--- config.mk ---
export PLATFORM = sky130hd
export DESIGN_NAME = seven_segment_scan_with_digit_edit
export DESIGN_NICKNAME = d
export VERILOG_FILES = /design/src/hw/rtl/sss_pkg.sv /design/src/hw/rtl/sss_in_reg.sv /design/src/hw/rtl/sss_core.sv /design/src/hw/rtl/seven_segment_scan_with_digit_edit.sv
export SDC_FILE = /design/constraint.sdc
export NUM_CORES = 1
export LEC_CHECK = 0
export BUFFER_PORTS_ARGS = -buffer_cell sky130_fd_sc_hd__buf_2
export CAP_MARGIN = 40
export CORE_ASPECT_RATIO = 0.9
export CORE_MARGIN = 1.5
export CORE_UTILIZATION = 45
export CTS_CLUSTER_SIZE = 30
export DETAILED_ROUTE_END_ITERATION = 10
export PLACE_DENSITY = 0.69
export SETUP_SLACK_MARGIN = 0.02
export SYNTH_ARGS = -nofsm -noshare
export SYNTH_HDL_FRONTEND = slang
export SYNTH_SLANG_ARGS = --single-unit
export TNS_END_PERCENT = 1
--- constraint.sdc ---
create_clock -name clk -period 3.4 [get_ports clk]
set_clock_uncertainty 0.1 [all_clocks]
set_input_delay 0.68 -clock clk [delete_from_list [all_inputs] [get_ports clk]]
set_output_delay 0.68 -clock clk [all_outputs]
set_load 0.005 [all_outputs]
--- src/hw/rtl/sss_pkg.sv ---
// Package for the seven-segment scan driver with digit editing.
// Holds the request opcodes, the request struct and the segment decoder.
// No dependencies.
package sss_pkg;

  localparam int unsigned OPCODE_W = 2;
  localparam int unsigned DIGIT_W = 4;
  localparam int unsigned POS_OUT_W = 3;
  localparam int unsigned SEG_W = 8;
  localparam int unsigned CFG_W = 8;

  localparam logic [CFG_W-1:0] BLINK_FRAMES_RESET = 8'd80;
  localparam logic [DIGIT_W-1:0] DIGIT_MAX = 4'd9;
  localparam logic [POS_OUT_W-1:0] POS_CODE_TOP = 3'd7;

  typedef enum logic [OPCODE_W-1:0] {
    OP_TICK   = 2'd0,
    OP_SELECT = 2'd1,
    OP_INC    = 2'd2
  } opcode_t;

  typedef struct packed {
    logic                valid;
    logic [OPCODE_W-1:0] opcode;
    logic                confirmed;
  } req_t;

  function automatic logic [SEG_W-1:0] seg_decode(input logic [DIGIT_W-1:0] d);
    logic [SEG_W-1:0] s;
    unique case (d)
      4'h0: s = 8'h3f;
      4'h1: s = 8'h06;
      4'h2: s = 8'h5b;
      4'h3: s = 8'h4f;
      4'h4: s = 8'h66;
      4'h5: s = 8'h6d;
      4'h6: s = 8'h7d;
      4'h7: s = 8'h07;
      4'h8: s = 8'h7f;
      4'h9: s = 8'h6f;
      4'ha: s = 8'h77;
      4'hb: s = 8'h7c;
      4'hc: s = 8'h39;
      4'hd: s = 8'h5e;
      4'he: s = 8'h79;
      4'hf: s = 8'h71;
      default: s = '0;
    endcase
    return s;
  endfunction

endpackage

--- src/hw/rtl/sss_in_reg.sv ---
// Input register stage of the seven-segment scan driver.
// Captures one request and holds it until the core takes it.
// Depends on sss_pkg.
module sss_in_reg import sss_pkg::*; (
  input  logic                clk,
  input  logic                rst_n,
  input  logic                in_valid,
  output logic                in_stall,
  input  logic [OPCODE_W-1:0] in_opcode,
  input  logic                in_key_confirmed,
  input  logic                take,
  output req_t                req
);

  logic                valid_r, valid_nxt;
  logic [OPCODE_W-1:0] opcode_r;
  logic                confirmed_r;
  logic                load;

  assign in_stall = valid_r && !take;
  assign load     = in_valid && !in_stall;

  always_comb begin
    valid_nxt = valid_r;
    if (load) begin
      valid_nxt = 1'b1;
    end else if (take) begin
      valid_nxt = 1'b0;
    end
  end

  always_ff @(posedge clk) begin
    if (!rst_n) begin
      valid_r <= 1'b0;
    end else begin
      valid_r <= valid_nxt;
    end
  end

  always_ff @(posedge clk) begin
    if (load) begin
      opcode_r    <= in_opcode;
      confirmed_r <= in_key_confirmed;
    end
  end

  assign req = '{valid: valid_r, opcode: opcode_r, confirmed: confirmed_r};

endmodule

--- src/hw/rtl/sss_core.sv ---
// Display state, edit logic and result register of the seven-segment scan driver.
// Holds digits, selection, scan position, blink counter and the blink_frames register.
// Depends on sss_pkg.
module sss_core import sss_pkg::*; #(
  parameter int unsigned DIGIT_COUNT = 6
) (
  input  logic                 clk,
  input  logic                 rst_n,
  input  logic                 cfg_wr_en,
  input  logic [CFG_W-1:0]     cfg_wr_data,
  input  req_t                 req,
  output logic                 take,
  output logic                 out_valid,
  input  logic                 out_stall,
  output logic [POS_OUT_W-1:0] out_digit_position,
  output logic [POS_OUT_W-1:0] out_position_code,
  output logic [SEG_W-1:0]     out_segments,
  output logic                 out_blanked
);

  localparam int unsigned PW = (DIGIT_COUNT > 1) ? $clog2(DIGIT_COUNT) : 1;
  localparam int unsigned SW = $clog2(DIGIT_COUNT + 1);
  localparam logic [PW-1:0] POS_LAST = PW'(DIGIT_COUNT - 1);
  localparam logic [SW-1:0] SEL_NONE = SW'(DIGIT_COUNT);

  logic [CFG_W-1:0]   blink_frames_r;
  logic [DIGIT_W-1:0] digit_r   [DIGIT_COUNT];
  logic [DIGIT_W-1:0] digit_nxt [DIGIT_COUNT];
  logic [SW-1:0]      sel_r, sel_nxt;
  logic [PW-1:0]      pos_r, pos_nxt;
  logic [CFG_W-1:0]   frame_r, frame_nxt;
  logic               phase_r, phase_nxt;

  logic               out_valid_r, out_valid_nxt;
  logic [PW-1:0]      out_pos_r;
  logic [SEG_W-1:0]   out_seg_r;
  logic               out_dark_r;

  logic               slot_free;
  logic               do_tick, do_sel, do_inc;
  logic               dark;
  logic [SEG_W-1:0]   seg;
  logic [CFG_W-1:0]   frame_inc;

  assign slot_free = !out_valid_r || !out_stall;
  assign take      = req.valid && ((req.opcode != OP_TICK) || slot_free);
  assign do_tick   = take && (req.opcode == OP_TICK);
  assign do_sel    = take && (req.opcode == OP_SELECT) && req.confirmed;
  assign do_inc    = take && (req.opcode == OP_INC) && req.confirmed && (sel_r != SEL_NONE);

  assign dark      = !phase_r && (sel_r == SW'(pos_r));
  assign seg       = dark ? '0 : seg_decode(digit_r[pos_r]);
  assign frame_inc = frame_r + 1'b1;

  always_comb begin
    sel_nxt = sel_r;
    if (do_sel) begin
      sel_nxt = (sel_r == SEL_NONE) ? '0 : sel_r + 1'b1;
    end
  end

  for (genvar k = 0; k < DIGIT_COUNT; k++) begin : g_digit
    always_comb begin
      digit_nxt[k] = digit_r[k];
      if (do_inc && (sel_r == SW'(k))) begin
        digit_nxt[k] = (digit_r[k] == DIGIT_MAX) ? '0 : digit_r[k] + 1'b1;
      end
    end

    always_ff @(posedge clk) begin
      if (!rst_n) begin
        digit_r[k] <= '0;
      end else begin
        digit_r[k] <= digit_nxt[k];
      end
    end
  end

  always_comb begin
    pos_nxt   = pos_r;
    frame_nxt = frame_r;
    phase_nxt = phase_r;
    if (do_tick) begin
      if (pos_r == POS_LAST) begin
        pos_nxt   = '0;
        frame_nxt = frame_inc;
        if (frame_inc >= blink_frames_r) begin
          frame_nxt = '0;
          phase_nxt = !phase_r;
        end
      end else begin
        pos_nxt = pos_r + 1'b1;
      end
    end
  end

  always_comb begin
    out_valid_nxt = out_valid_r && out_stall;
    if (do_tick) begin
      out_valid_nxt = 1'b1;
    end
  end

  always_ff @(posedge clk) begin
    if (!rst_n) begin
      blink_frames_r <= BLINK_FRAMES_RESET;
      sel_r          <= SEL_NONE;
      pos_r          <= '0;
      frame_r        <= '0;
      phase_r        <= 1'b0;
      out_valid_r    <= 1'b0;
    end else begin
      if (cfg_wr_en) begin
        blink_frames_r <= cfg_wr_data;
      end
      sel_r       <= sel_nxt;
      pos_r       <= pos_nxt;
      frame_r     <= frame_nxt;
      phase_r     <= phase_nxt;
      out_valid_r <= out_valid_nxt;
    end
  end

  always_ff @(posedge clk) begin
    if (do_tick) begin
      out_pos_r  <= pos_r;
      out_seg_r  <= seg;
      out_dark_r <= dark;
    end
  end

  assign out_valid          = out_valid_r;
  assign out_digit_position = POS_OUT_W'(out_pos_r);
  assign out_position_code  = POS_CODE_TOP - POS_OUT_W'(out_pos_r);
  assign out_segments       = out_seg_r;
  assign out_blanked        = out_dark_r;

endmodule

--- src/hw/rtl/seven_segment_scan_with_digit_edit.sv ---
// Top level of the multiplexed seven-segment scan driver with digit editing.
// Instantiates sss_in_reg and sss_core; depends on sss_pkg.
//
// Usage:
//   Input channel (in_valid/in_stall, in_opcode, in_key_confirmed) carries one
//   request per accepted edge: scan tick, select press or increment press.
//   Presses step the selection or add one modulo 10 to the selected digit
//   when confirmed, and give no result. Each scan tick gives one result on
//   the output channel (out_valid/out_stall): position, select-pin code,
//   segment pattern and the blank flag of the driven digit.
//   A tick goes through the input register, then the result register.
//   Throughput: one request per cycle while the output does not stall, set
//   by the state update between the two registers.
//   Reset (rst_n low at a clock edge) clears all digits, deselects, restarts
//   the scan at digit 0 in the blank phase and loads blink_frames with 80.
//   cfg_wr_en/cfg_wr_data write blink_frames. The user must write it only
//   while the block is idle; the block itself does not enforce this.
//   When the receiver stalls, the result holds; presses still drain, and a
//   tick waits in the input register, which then raises in_stall.
module seven_segment_scan_with_digit_edit import sss_pkg::*; #(
  parameter int unsigned DIGIT_COUNT = 6
) (
  input  logic                 clk,
  input  logic                 rst_n,
  input  logic                 in_valid,
  output logic                 in_stall,
  input  logic [OPCODE_W-1:0]  in_opcode,
  input  logic                 in_key_confirmed,
  output logic                 out_valid,
  input  logic                 out_stall,
  output logic [POS_OUT_W-1:0] out_digit_position,
  output logic [POS_OUT_W-1:0] out_position_code,
  output logic [SEG_W-1:0]     out_segments,
  output logic                 out_blanked,
  input  logic                 cfg_wr_en,
  input  logic [CFG_W-1:0]     cfg_wr_data
);

  req_t req;
  logic take;

  sss_in_reg u_in_reg (
    .clk              (clk),
    .rst_n            (rst_n),
    .in_valid         (in_valid),
    .in_stall         (in_stall),
    .in_opcode        (in_opcode),
    .in_key_confirmed (in_key_confirmed),
    .take             (take),
    .req              (req)
  );

  sss_core #(
    .DIGIT_COUNT (DIGIT_COUNT)
  ) u_core (
    .clk                (clk),
    .rst_n              (rst_n),
    .cfg_wr_en          (cfg_wr_en),
    .cfg_wr_data        (cfg_wr_data),
    .req                (req),
    .take               (take),
    .out_valid          (out_valid),
    .out_stall          (out_stall),
    .out_digit_position (out_digit_position),
    .out_position_code  (out_position_code),
    .out_segments       (out_segments),
    .out_blanked        (out_blanked)
  );

endmodule

Yosys cells after proc, flatten, opt, wreduce, memory -nomap -nowiden
Memories as Yosys holds them, arrays and structs flattened. A register that Yosys moved wholly into a read port is not among the register bits.
Index checks and enable logic that the tools add are counted.
{ "classes": {"n_addsub": 10, "magnitude_cmp": 1, "n_eq_ne": 17, "mux": 28, "bitwise": 6, "n_reduce_logical": 30} }
{ "op_table": {"columns": ["cell", "count"], "rows": [
  ["2-to-1 mux 4 bit", 18],
  ["adder 4 x 1 -> 4 bit (second input constant)", 6],
  ["equality test 4 bit (second input constant)", 6],
  ["logical AND 1 bit", 17],
  ["equality test 3 bit (second input constant)", 4],
  ["2-to-1 mux 3 bit", 4],
  ["adder 8 x 1 -> 8 bit (second input constant)", 1],
  [">= comparator 8 bit", 1],
  ["2-to-1 mux 8 bit", 1],
  ["adder 3 x 1 -> 3 bit (second input constant)", 2],
  ["equality test 3 x 2 -> 1 bit (second input constant)", 2],
  ["OR 1 bit", 6],
  ["zero test 1 bit", 5],
  ["2-to-1 mux 1 bit", 5],
  ["nonzero test 2 bit", 2],
  ["equality test 3 x 1 -> 1 bit (second input constant)", 1],
  ["equality test 3 bit", 1],
  ["zero test 3 bit", 1],
  ["inequality test 3 bit (second input constant)", 1],
  ["AND reduction 3 bit", 1],
  ["subtractor 3 bit (first input constant)", 1],
  ["equality test 2 x 1 -> 1 bit (second input constant)", 1],
  ["equality test 2 bit (second input constant)", 1],
  ["zero test 2 bit", 1],
  ["2 further kinds", 3]
]} }
{ "word_totals": {"regBits": 40, "ram_bits": 24, "romBits": 112, "out_inout_bits": 17, "mem_count": 2} }
{ "memory_table": {"columns": ["name", "words", "width", "read_ports", "rd_clocked_by_memory_dff", "write_ports", "line_no", "rtl"], "rows": [
  ["(name not given)", 16, 7, 1, 1, 0, "sss_pkg.sv:30", "unique case (d)"],
  ["u_core.digit_r", 6, 4, 7, 1, 6, "sss_core.sv:27", "logic [DIGIT_W-1:0] digit_r [DIGIT_COUNT];"]
]} }

Logic depth before layout (Yosys ltp)
Gate-level depths: netlist of the first run.
{ "depth": {"word_depth": 10, "depth_mapped": 10, "ltp_nobuf": 10} }

Cells and area by module
A second synthesis of the first run with hierarchy kept.
{ "hier_totals": {"hier_cells": 391, "area_unflattened_um2": 3602.2} }
{ "modules_own_cells": {"columns": ["mod", "instances", "cells_per_inst", "area_each_um2"], "rows": [
  ["sss_core", 1, 382, 3449.6],
  ["sss_in_reg", 1, 9, 152.6]
]} }

Worst setup path after synthesis of the first run
Ideal clock, no wire load.
{ "synth_timing": {"kind": "reg-to-reg", "start": "register u_core.frame_r[0]", "end": "register u_core.frame_r[7]", "setup_time_ns": 0.087, "t_arrival_ns": 2.141, "slack_ns": 1.072, "stages_incl_launch_ff": 10, "n_path_buf": 0, "period_less_slack_ns": 2.328, "path_cell_list": "dfxtp_1 > ha_1 > and3_1 > nand3_1 > xnor2_1 > ha_1 > a21o_1 > a21oi_1 > o21ai_1 > o31ai_1"} }
{ "synth_between": {"elab_chain_cells": 3} }
{ "synth_lines": {"columns": ["element", "line_no", "rtl"], "rows": [
  ["start: declaration", "sss_core.sv:31", "logic [CFG_W-1:0] frame_r, frame_nxt;"],
  ["start signal: assignment", "sss_core.sv:118", "frame_r <= frame_nxt;"],
  ["adder 8 x 1 -> 8 bit *", "sss_core.sv:53", "assign frame_inc = frame_r + 1'b1;"],
  [">= comparator 8 bit", "sss_core.sv:87", "if (frame_inc >= blink_frames_r) begin"],
  ["2-to-1 mux 8 bit *", "sss_core.sv:87", null]
]} }
Every way passes the cells marked *; elsewhere a longest branch is shown, timed or not.
A chain may end at the register's enable or synchronous reset.

Worst setup path in the final report of the first run
Ends and elaborated chain as after synthesis.

==> results of run 1 <==
[cell usage after synthesis, types with 5 or more instances]
cell type / instances / share of area
or3_1: 5 / 0.0087
dfxtp_1: 52 / 0.29
a21boi_1: 11 / 0.023
clkbuf_1: 13 / 0.014
edfxtp_1: 14 / 0.12
ha_1: 17 / 0.059
nor3b_1: 5 / 0.010
inv_1: 21 / 0.022
o21ai_0: 5 / 0.0070
nor3_1: 8 / 0.011
nand2_1: 32 / 0.033
mux2i_1: 10 / 0.028
xor2_1: 12 / 0.029
a21oi_1: 8 / 0.011
and2_1: 15 / 0.026
o22ai_1: 6 / 0.010
nor2_1: 16 / 0.017
nor2b_1: 24 / 0.042
xnor2_1: 10 / 0.024
o21ai_1: 11 / 0.015
nand3_1: 18 / 0.025
[per-stage QoR]
step | instances | cell area, um2
after floorplan | 379 | 3590
after global placement | 490 | 3790
after detailed placement | 490 | 3790
after CTS | 506 | 4010
after global routing | 506 | 4010
final | 506 | 4010
[registers in the layout, indices dropped and copies added (netlist names), 2 cells and up, named ones only]
signal,flops
u_core.out_digit_position,3
u_core.out_segments,7
u_core.blink_frames_r,8
u_core.frame_r,8
u_core.sel_r,3
u_core.pos_r,3
u_in_reg.opcode_r,2
u_core.digit_r,24
[final cells by class]
class / count / area, um2
fillers: 681 / 3610
clock buffers: 9 / 124
inverters: 21 / 78.8
well taps: 96 / 120
multi-input cells: 275 / 1960
repair buffers: 32 / 163
clock inverters: 7 / 101
flip-flops and latches: 66 / 1460
[final timing paths]
| path | from | to | slack, ps | cells past startpoint |
|---|---|---|---|---|
| worst max-delay path | u_core.frame_r[0] | u_core.frame_r[7] | 710 | 9 |
| worst min-delay path | u_core.frame_r[7] | u_core.frame_r[7] | 380 | 2 |
| worst max register to register | u_core.frame_r[0] | u_core.frame_r[7] | 710 | 9 |
| worst min register to register | u_core.frame_r[7] | u_core.frame_r[7] | 380 | 2 |
[power by group]
part	total [uW]	switching [uW]	leakage, uW	internal, uW
clock	747	328	0.000106	419
sequential	819	10.1	0.000541	809
combinational	58.8	32.4	0.000958	26.4
[worst reg2reg max path: cells and delay by family, from the launching register on]
kind,cells,cell delay [ps]
flip-flops,1,420
AO/OA/AOI/OAI,4,1000
AND/OR/NAND/NOR,2,370
XOR/XNOR,1,200
adder cells (fa/ha/maj),2,520
[routing by layer]
layer,vias up,track usage
met5,-,0
met4,0,0.0448
met3,9,0.0527
met2,70,0.245
met1,1219,0.242
li1,1386,-
[cell families (layout without fill, tap and decap cells)]
logic type,after synthesis,after routing,synth area share
xor gates and xnor gates,22,22,0.0537
adders and majority gates,17,17,0.0593
muxes,20,20,0.0746
other,1,1,0.00105
buffers and inverters,38,69,0.0453
and+or+nand+nor,148,148,0.232
AOI/OAI and AO/OA,67,67,0.127
DFF,66,66,0.407
==> reports/results.ini, run 1 <==
[drt]
postRouteAntennaNets = 0
wl_met3_um = 358
wl_met1_um = 3700
drc_errors = 0
drt_iter0_markers = 135
vias_per_cell = 5.30
wl_met2_um = 2910
drtPass1Iterations = 4
wire_per_inst_um = 13.9
highest_layer = met4
routed-via-count = 2684
wirelength_um = 7060

[global_route]
track_usage = 0.168
antenna_found_initial = 0
grt_max_degree = 48
gr-total-overflow = 0
grt_pass1_vias = 2384
grt_pass1_wl_um = 11400

[power_and_ir_drop]
p_leak_uw = 0.00161
ir_drop_mv = 0.317
power_uw = 1620
p_per_area_nw_per_um2 = 405

[timing]
worst_pin_slew_ps = 673
report.final.hold_viol_count = 0
setup_ws_ps = 707
hold_ws_ps = 384
fin_crit_sh = 0.792
setup_viol = 0
relSlewSlack = 0.548
min_period_ps = 2690
fin_setup_tns_ps = 0
clock.fmax_ghz = 0.371
final_max_slew_viol_count = 0
rsz0062_at_grt = no

[cts]
root_buffer = clkbuf_8
clk_path_buf_depth = 2
h-tree-depth = 3
cts_tree = built
holdBufCountCts = 0
clk_pin_slew_ps = 70
clk_latency_ps = 350
cts_buffers = 9
post-cts-setup-buffer-count = 0
clock_sinks = 66
cts_resized = 0

[die]
die_y_um = 87.7
die_area_um2 = 8520
num_rows = 30
ios = 33
initial_utilization = 0.471
die_x_um = 97.1
core_um2 = 7620

[cells_and_area]
nNetsFinal = 438
layout_common_cells = dfxtp_1, nand2_1, buf_2
synthToLayoutAreaGrowth_pct = 11.8
drive_gt1_frac = 0.151
final_util = 0.527
antennaDiodeCount = 0
layout_commonest_cell = dfxtp_1

[placement]
finalWeightedCongestion = 0.858
portBuffers = 31
place_hpwl_um = 5240
preCtsSetupSlack_ps = 779

[synthesis]
ys_types = 56
avgSynthCellArea_um2 = 9.47
synthFlopType = dfxtp_1
async_reset_ff_frac = 0
yosysSeqAreaShare = 0.407
synth_area_um2 = 3590
synth_edf_count = 14
ys_ff_latch = 66
netlist_instances = 379
synth_fp_nets = 412
synth.yosys.warnings = 0

[status]
status = completed

[worst_setup_path]
crit_fanout = 6
crit_arrival_ps = 2850
startpoint_type = register
max_stage_delay_ps = 420
crit_path_cell_trace = ha_1 > and3_1 > nand3_1 > xnor2_1 > ha_1 > a21o_1 > a21oi_1 > o21ai_1 > o31ai_1
critPathCaptureType = register
path_buf_inv = 0
required_ps = 3560
cp_top_family = compound AO/OA/AOI/OAI gates
cp_slowest_cell = dfxtp_1
critPathKind = register to register
cp_common_cell = ha_1

[job]
cap_violations = 0

[min_path]
min_path_type = register to register

Power figures use the tool's default switching activity.
==> run 2: changes to the inputs <==
==> constraint.sdc (replaced) <==
create_clock -name clk -period 2.81 [get_ports clk]
set_clock_uncertainty 0.1 [all_clocks]
set_input_delay 0.562 -clock clk [delete_from_list [all_inputs] [get_ports clk]]
set_output_delay 0.562 -clock clk [all_outputs]
set_load 0.005 [all_outputs]
==> run 2 against run 1 <==
Count of clock-buffer cells in the layout is 3 higher. Flip-flop and latch count unchanged. Combinational power increased by 31%. Sequential power grew 21%. Critical path depth unchanged.
==> reports/results.ini, run 2 (synthesis results as in run 1) <==
[status]
status = completed

[cts]
h-tree-depth = 3
clk_pin_slew_ps = 70
clk_latency_ps = 340
clk_path_buf_depth = 2
post-cts-setup-buffer-count = 0
cts_tree = built
holdBufCountCts = 0
cts_resized = 0
clock_sinks = 66
root_buffer = clkbuf_8
cts_buffers = 9

[cells_and_area]
layout_commonest_cell = dfxtp_1
nNetsFinal = 440
drive_gt1_frac = 0.160
largest_register = u_core.digit_r
largest_reg_flops = 24
antennaDiodeCount = 0
fillerInstances = 699
ff_latch_area_um2 = 1460
top_regs = u_core.digit_r: 24 flops, u_core.blink_frames_r: 8 flops, u_core.frame_r: 8 flops
layout_common_cells = dfxtp_1, nand2_1, buf_2
synthToLayoutAreaGrowth_pct = 11.4
multi_input_area_um2 = 1980

[power_and_ir_drop]
pwr-share-comb = 0.043
p_leak_uw = 0.00160
switching_share = 0.232
p_switching_uw = 417
power_frac_seq = 0.550
intPower_uw = 1380
p_clk_frac = 0.407
p_per_area_nw_per_um2 = 450
ir_drop_mv = 0.272

[worst_setup_path]
cp_slowest_cell = dfxtp_1
startpoint_type = register
timing.rr.start = u_core.frame_r[0]
critPathCaptureType = register
required_ps = 2970
cp_top_family = compound AO/OA/AOI/OAI gates
path_buf_inv = 0
startpoint = u_core.frame_r[0]
crit_arrival_ps = 2840
crit_path_cell_trace = ha_1 > and3_1 > nand3_1 > xnor2_1 > ha_1 > a21o_1 > a21oi_1 > o21ai_2 > o31ai_1
crit_fanout = 6
max_stage_delay_ps = 420
cp_common_cell = ha_1
critPathKind = register to register

[timing]
relSlewSlack = 0.552
rsz0062_at_grt = yes
min_period_ps = 2670
fin_setup_tns_ps = 0
setup_ws_ps = 136
worst_pin_slew_ps = 666
report.final.hold_viol_count = 0
clock.fmax_ghz = 0.374
final_max_slew_viol_count = 0
fin_crit_sh = 0.952
setup_viol = 0

[global_route]
grt_pass1_vias = 2450
track_usage = 0.171
gr-total-overflow = 0
antenna_found_initial = 0
grt_max_degree = 38
grt_pass1_wl_um = 11700

[die]
die_area_um2 = 8520
ios = 33
initial_utilization = 0.471
core_um2 = 7620
die_x_um = 97.1
num_rows = 30
die_y_um = 87.7

[min_path]
hp-start = in_opcode[1]
min_path_type = input port to register

[placement]
portBuffers = 31
place_hpwl_um = 5040
finalWeightedCongestion = 0.849
preCtsSetupSlack_ps = 170

[drt]
wirelength_um = 7060
wire_per_inst_um = 13.9
drc_errors = 0
drt_iter0_markers = 135
vias_per_cell = 5.39
drtPass1Iterations = 4
routed-via-count = 2740
postRouteAntennaNets = 0

[job]
cap_violations = 0

[run 2: cell types whose count changed in the layout (fill, tap and decap cells not counted), moves of 2 or more]
cell       before  now
clkbuf_8        9   11
bufinv_16       2    0
buf_4           1    3
inv_6           2    0
[run 2: power by group through the flow]
stage / Clock (uW) / Sequential (uW) / Combinational (uW)
3_3_place_gp: 0 / 1010 / 74.7
5_1_grt: 796 / 990 / 85.2
6_report: 731 / 989 / 77.0
4_1_cts: 750 / 989 / 75.7
3_5_place_dp: 0 / 1010 / 75.7
2_1_floorplan: 0 / 1010 / 52.7
[run 2: worst reg2reg max path, stage by stage (launching register included)]
cell and delay (ps):
dfxtp_1 420, ha_1 240, and3_1 260, nand3_1 110
xnor2_1 220, ha_1 290, a21o_1 200, a21oi_1 330
o21ai_2 180, o31ai_1 250
[run 2: through the flow]
step                total power [uW]  area (um2)  hold slack [ps]  instances   util
global placement                1080        3800              369        492  0.499
finish                          1800        4000              287        508  0.525
detailed placement              1090        3800              381        492  0.499
floorplan                       1060        3590              357        379      -
global route                    1870        4000              266        508  0.525
CTS                             1810        3990              271        508  0.523
[run 2: path summary, 6_finish.rpt]
kind	end	slack (ps)	cells after the start
max	u_core.frame_r[7]	140	9
min reg2reg	u_core.frame_r[7]	390	2
max reg2reg	u_core.frame_r[7]	140	9
min	u_in_reg.opcode_r[1]	290	1
[run 2: cell type report]
| cell class | instances | share of cell area |
|---|---|---|
| Multi-Input combinational cell | 275 | 0.495 |
| Sequential cell | 66 | 0.366 |
| Timing Repair Buffer | 34 | 0.0444 |
| Clock buffer | 12 | 0.0388 |
| Tap cell | 96 | 0.0300 |
| Inverter | 21 | 0.0197 |
| Clock inverter | 4 | 0.00689 |
[run 2: routing by layer]
layer,part of all wire,global-route usage,vias to the layer above,routed length [um]
li1,-,-,1388,-
met3,0.054,0.0431,5,378
met5,0,0,-,0
met4,0.0088,0.0632,0,62
met2,0.44,0.255,66,3130
met1,0.49,0.241,1281,3480
==> run 3: changes to the inputs <==
--- a/config.mk
+++ b/config.mk
@@ -8,11 +8,11 @@
 export BUFFER_PORTS_ARGS = -buffer_cell sky130_fd_sc_hd__buf_2
 export CAP_MARGIN = 40
 export CORE_ASPECT_RATIO = 0.9
-export CORE_MARGIN = 1.5
-export CORE_UTILIZATION = 45
+export CORE_UTILIZATION = 59
+export CTS_CLUSTER_DIAMETER = 80
 export CTS_CLUSTER_SIZE = 30
 export DETAILED_ROUTE_END_ITERATION = 10
-export PLACE_DENSITY = 0.69
+export PLACE_DENSITY = 0.85
 export SETUP_SLACK_MARGIN = 0.02
 export SYNTH_ARGS = -nofsm -noshare
 export SYNTH_HDL_FRONTEND = slang
==> run 3 against run 2 <==
The run now ends with design-rule violations left. Clock power rose by 21%. Via count rose by 2.6%. Total power grew 8.5%. Final area is 0.59% higher. Combinational power fell by 1%. Register-to-register slack improved by 50 ps. First-iteration DRC count is 2.2% higher. Die area decreased by 25%. Flip-flop and latch count unchanged. Critical path depth is 1 higher. Critical path type unchanged. Critical endpoint is now u_core.frame_r[5]. Largest cell class unchanged.
==> reports/results.ini, run 3 (synthesis results as in run 1) <==
[global_route]
grt_pass1_vias = 2638
grt_max_degree = 37
track_usage = 0.237
grt_pass1_wl_um = 12000
antenna_found_initial = 0
gr-total-overflow = 0

[status]
status = finished, violations left
violations = design-rule violations

[cells_and_area]
layout_common_cells = dfxtp_1, nand2_1, buf_2
drive_gt1_frac = 0.162
largest_register = u_core.digit_r
largest_reg_flops = 24
final_util = 0.698
fillerInstances = 423
antennaDiodeCount = 0
top_regs = u_core.digit_r: 24 flops, u_core.blink_frames_r: 8 flops, u_core.frame_r: 8 flops
layout_commonest_cell = dfxtp_1
synthToLayoutAreaGrowth_pct = 12.1
nNetsFinal = 441

[cts]
cts_resized = 0
clock_sinks = 66
cts_buffers = 9
clk_latency_ps = 340
cts_tree = built
root_buffer = clkbuf_8
clk_pin_slew_ps = 70
post-cts-setup-buffer-count = 0
holdBufCountCts = 0
clk_path_buf_depth = 2
h-tree-depth = 3

[drt]
wire_per_inst_um = 14.5
routed-via-count = 2812
drt_iter0_markers = 138
wl_met2_um = 3440
wirelength_um = 7010
wl_met3_um = 223
postRouteAntennaNets = 0
vias_per_cell = 5.82
highest_layer = met4
drtPass1Iterations = 7
drc_errors = 4
wl_met1_um = 3310

[worst_setup_path]
rrSetupSlack_ps = 180
cp_top_family = compound AO/OA/AOI/OAI gates
startpoint_type = register
reg2regPathDepth = 10
critPathCaptureType = register
required_ps = 2980
critPathKind = register to register
max_stage_delay_ps = 430
crit_fanout = 6
r2r_end = u_core.frame_r[5]
cp_common_cell = ha_1
timing.rr.start = u_core.frame_r[0]
crit_path_cell_trace = ha_1 > and3_1 > nand3_1 > xnor2_1 > ha_1 > a21o_1 > a21oi_2 > and4_1 > o22ai_1 > o21ai_1
cp_slowest_cell = dfxtp_1
path_buf_inv = 0
crit_arrival_ps = 2790

[power_and_ir_drop]
p_per_area_nw_per_um2 = 485
pwr-share-comb = 0.039
p_switching_uw = 398
p_leak_uw = 0.00163
intPower_uw = 1550
ir_drop_mv = 0.368
power_uw = 1950
power_frac_seq = 0.507
p_clk_frac = 0.454
switching_share = 0.204

[placement]
place_hpwl_um = 4950
portBuffers = 31
preCtsSetupSlack_ps = 160
finalWeightedCongestion = 0.808

[timing]
min_period_ps = 2630
rsz0062_at_grt = yes
fin_setup_tns_ps = 0
setup_viol = 0
hold_ws_ps = 293
final_max_slew_viol_count = 0
relSlewSlack = 0.630
fin_crit_sh = 0.935
clock.fmax_ghz = 0.381
worst_pin_slew_ps = 550
report.final.hold_viol_count = 0
setup_ws_ps = 184

[job]
cap_violations = 0

[min_path]
hold_depth = 1
min_path_type = input port to register
hp-start = in_opcode[0]
whs_endpoint = u_in_reg.opcode_r[0]

[die]
die_x_um = 84.2
initial_utilization = 0.623
die_area_um2 = 6400
ios = 33
die_y_um = 76.0
num_rows = 26
core_um2 = 5760

[run 3: power by group through the flow]
stage / clock network [uW] / registers [uW] / logic, uW
6_report: 884 / 989 / 75.9
5_1_grt: 934 / 990 / 84.3
4_1_cts: 901 / 989 / 74.5
3_5_place_dp: 0 / 1010 / 74.3
3_3_place_gp: 0 / 1010 / 71.7
2_1_floorplan: 0 / 1010 / 52.7
[run 3: worst reg2reg max path, cell delays in order, from the launching register on]
cell and delay (ps):
dfxtp_1 430, ha_1 260, and3_1 270, nand3_1 110, xnor2_1 230, ha_1 300
a21o_1 210, a21oi_2 220, and4_1 230, o22ai_1 90, o21ai_1 100
[run 3: worst max path at each step]
stage / start / to / slack, ps / cells past startpoint
after global routing: u_core.frame_r[0] / u_core.frame_r[5] / -3 / 10
after detailed placement: u_core.frame_r[0] / u_core.frame_r[7] / 160 / 9
after CTS: u_core.frame_r[0] / u_core.frame_r[7] / 130 / 9
final: u_core.frame_r[0] / u_core.frame_r[5] / 180 / 10
after global placement: u_core.frame_r[0] / u_core.frame_r[7] / 300 / 9
after floorplan: u_core.frame_r[0] / u_core.frame_r[7] / 480 / 9
[run 3: metrics by stage]
stage	cell area (um2)	cells
finish	4020	483
global route	4020	483
CTS	4010	483
detailed placement	3780	467
global placement	3780	467
floorplan	3590	379
[run 3: layout make-up]
type,count,area [um2],area share
timing repair buffer,35,185,0.0460
inverter,21,78.8,0.0196
multi-input combinational,275,1980,0.493
clock inverter,1,30.0,0.00747
sequential,66,1460,0.363
tap,70,87.6,0.0218
clock buffer,15,198,0.0492
[run 3: per-layer routing]
metal	vias to the layer above	GRT usage
met1	1374	0.292
met3	4	0.0683
li1	1390	-
met4	0	0.0810
met5	-	0
met2	44	0.396
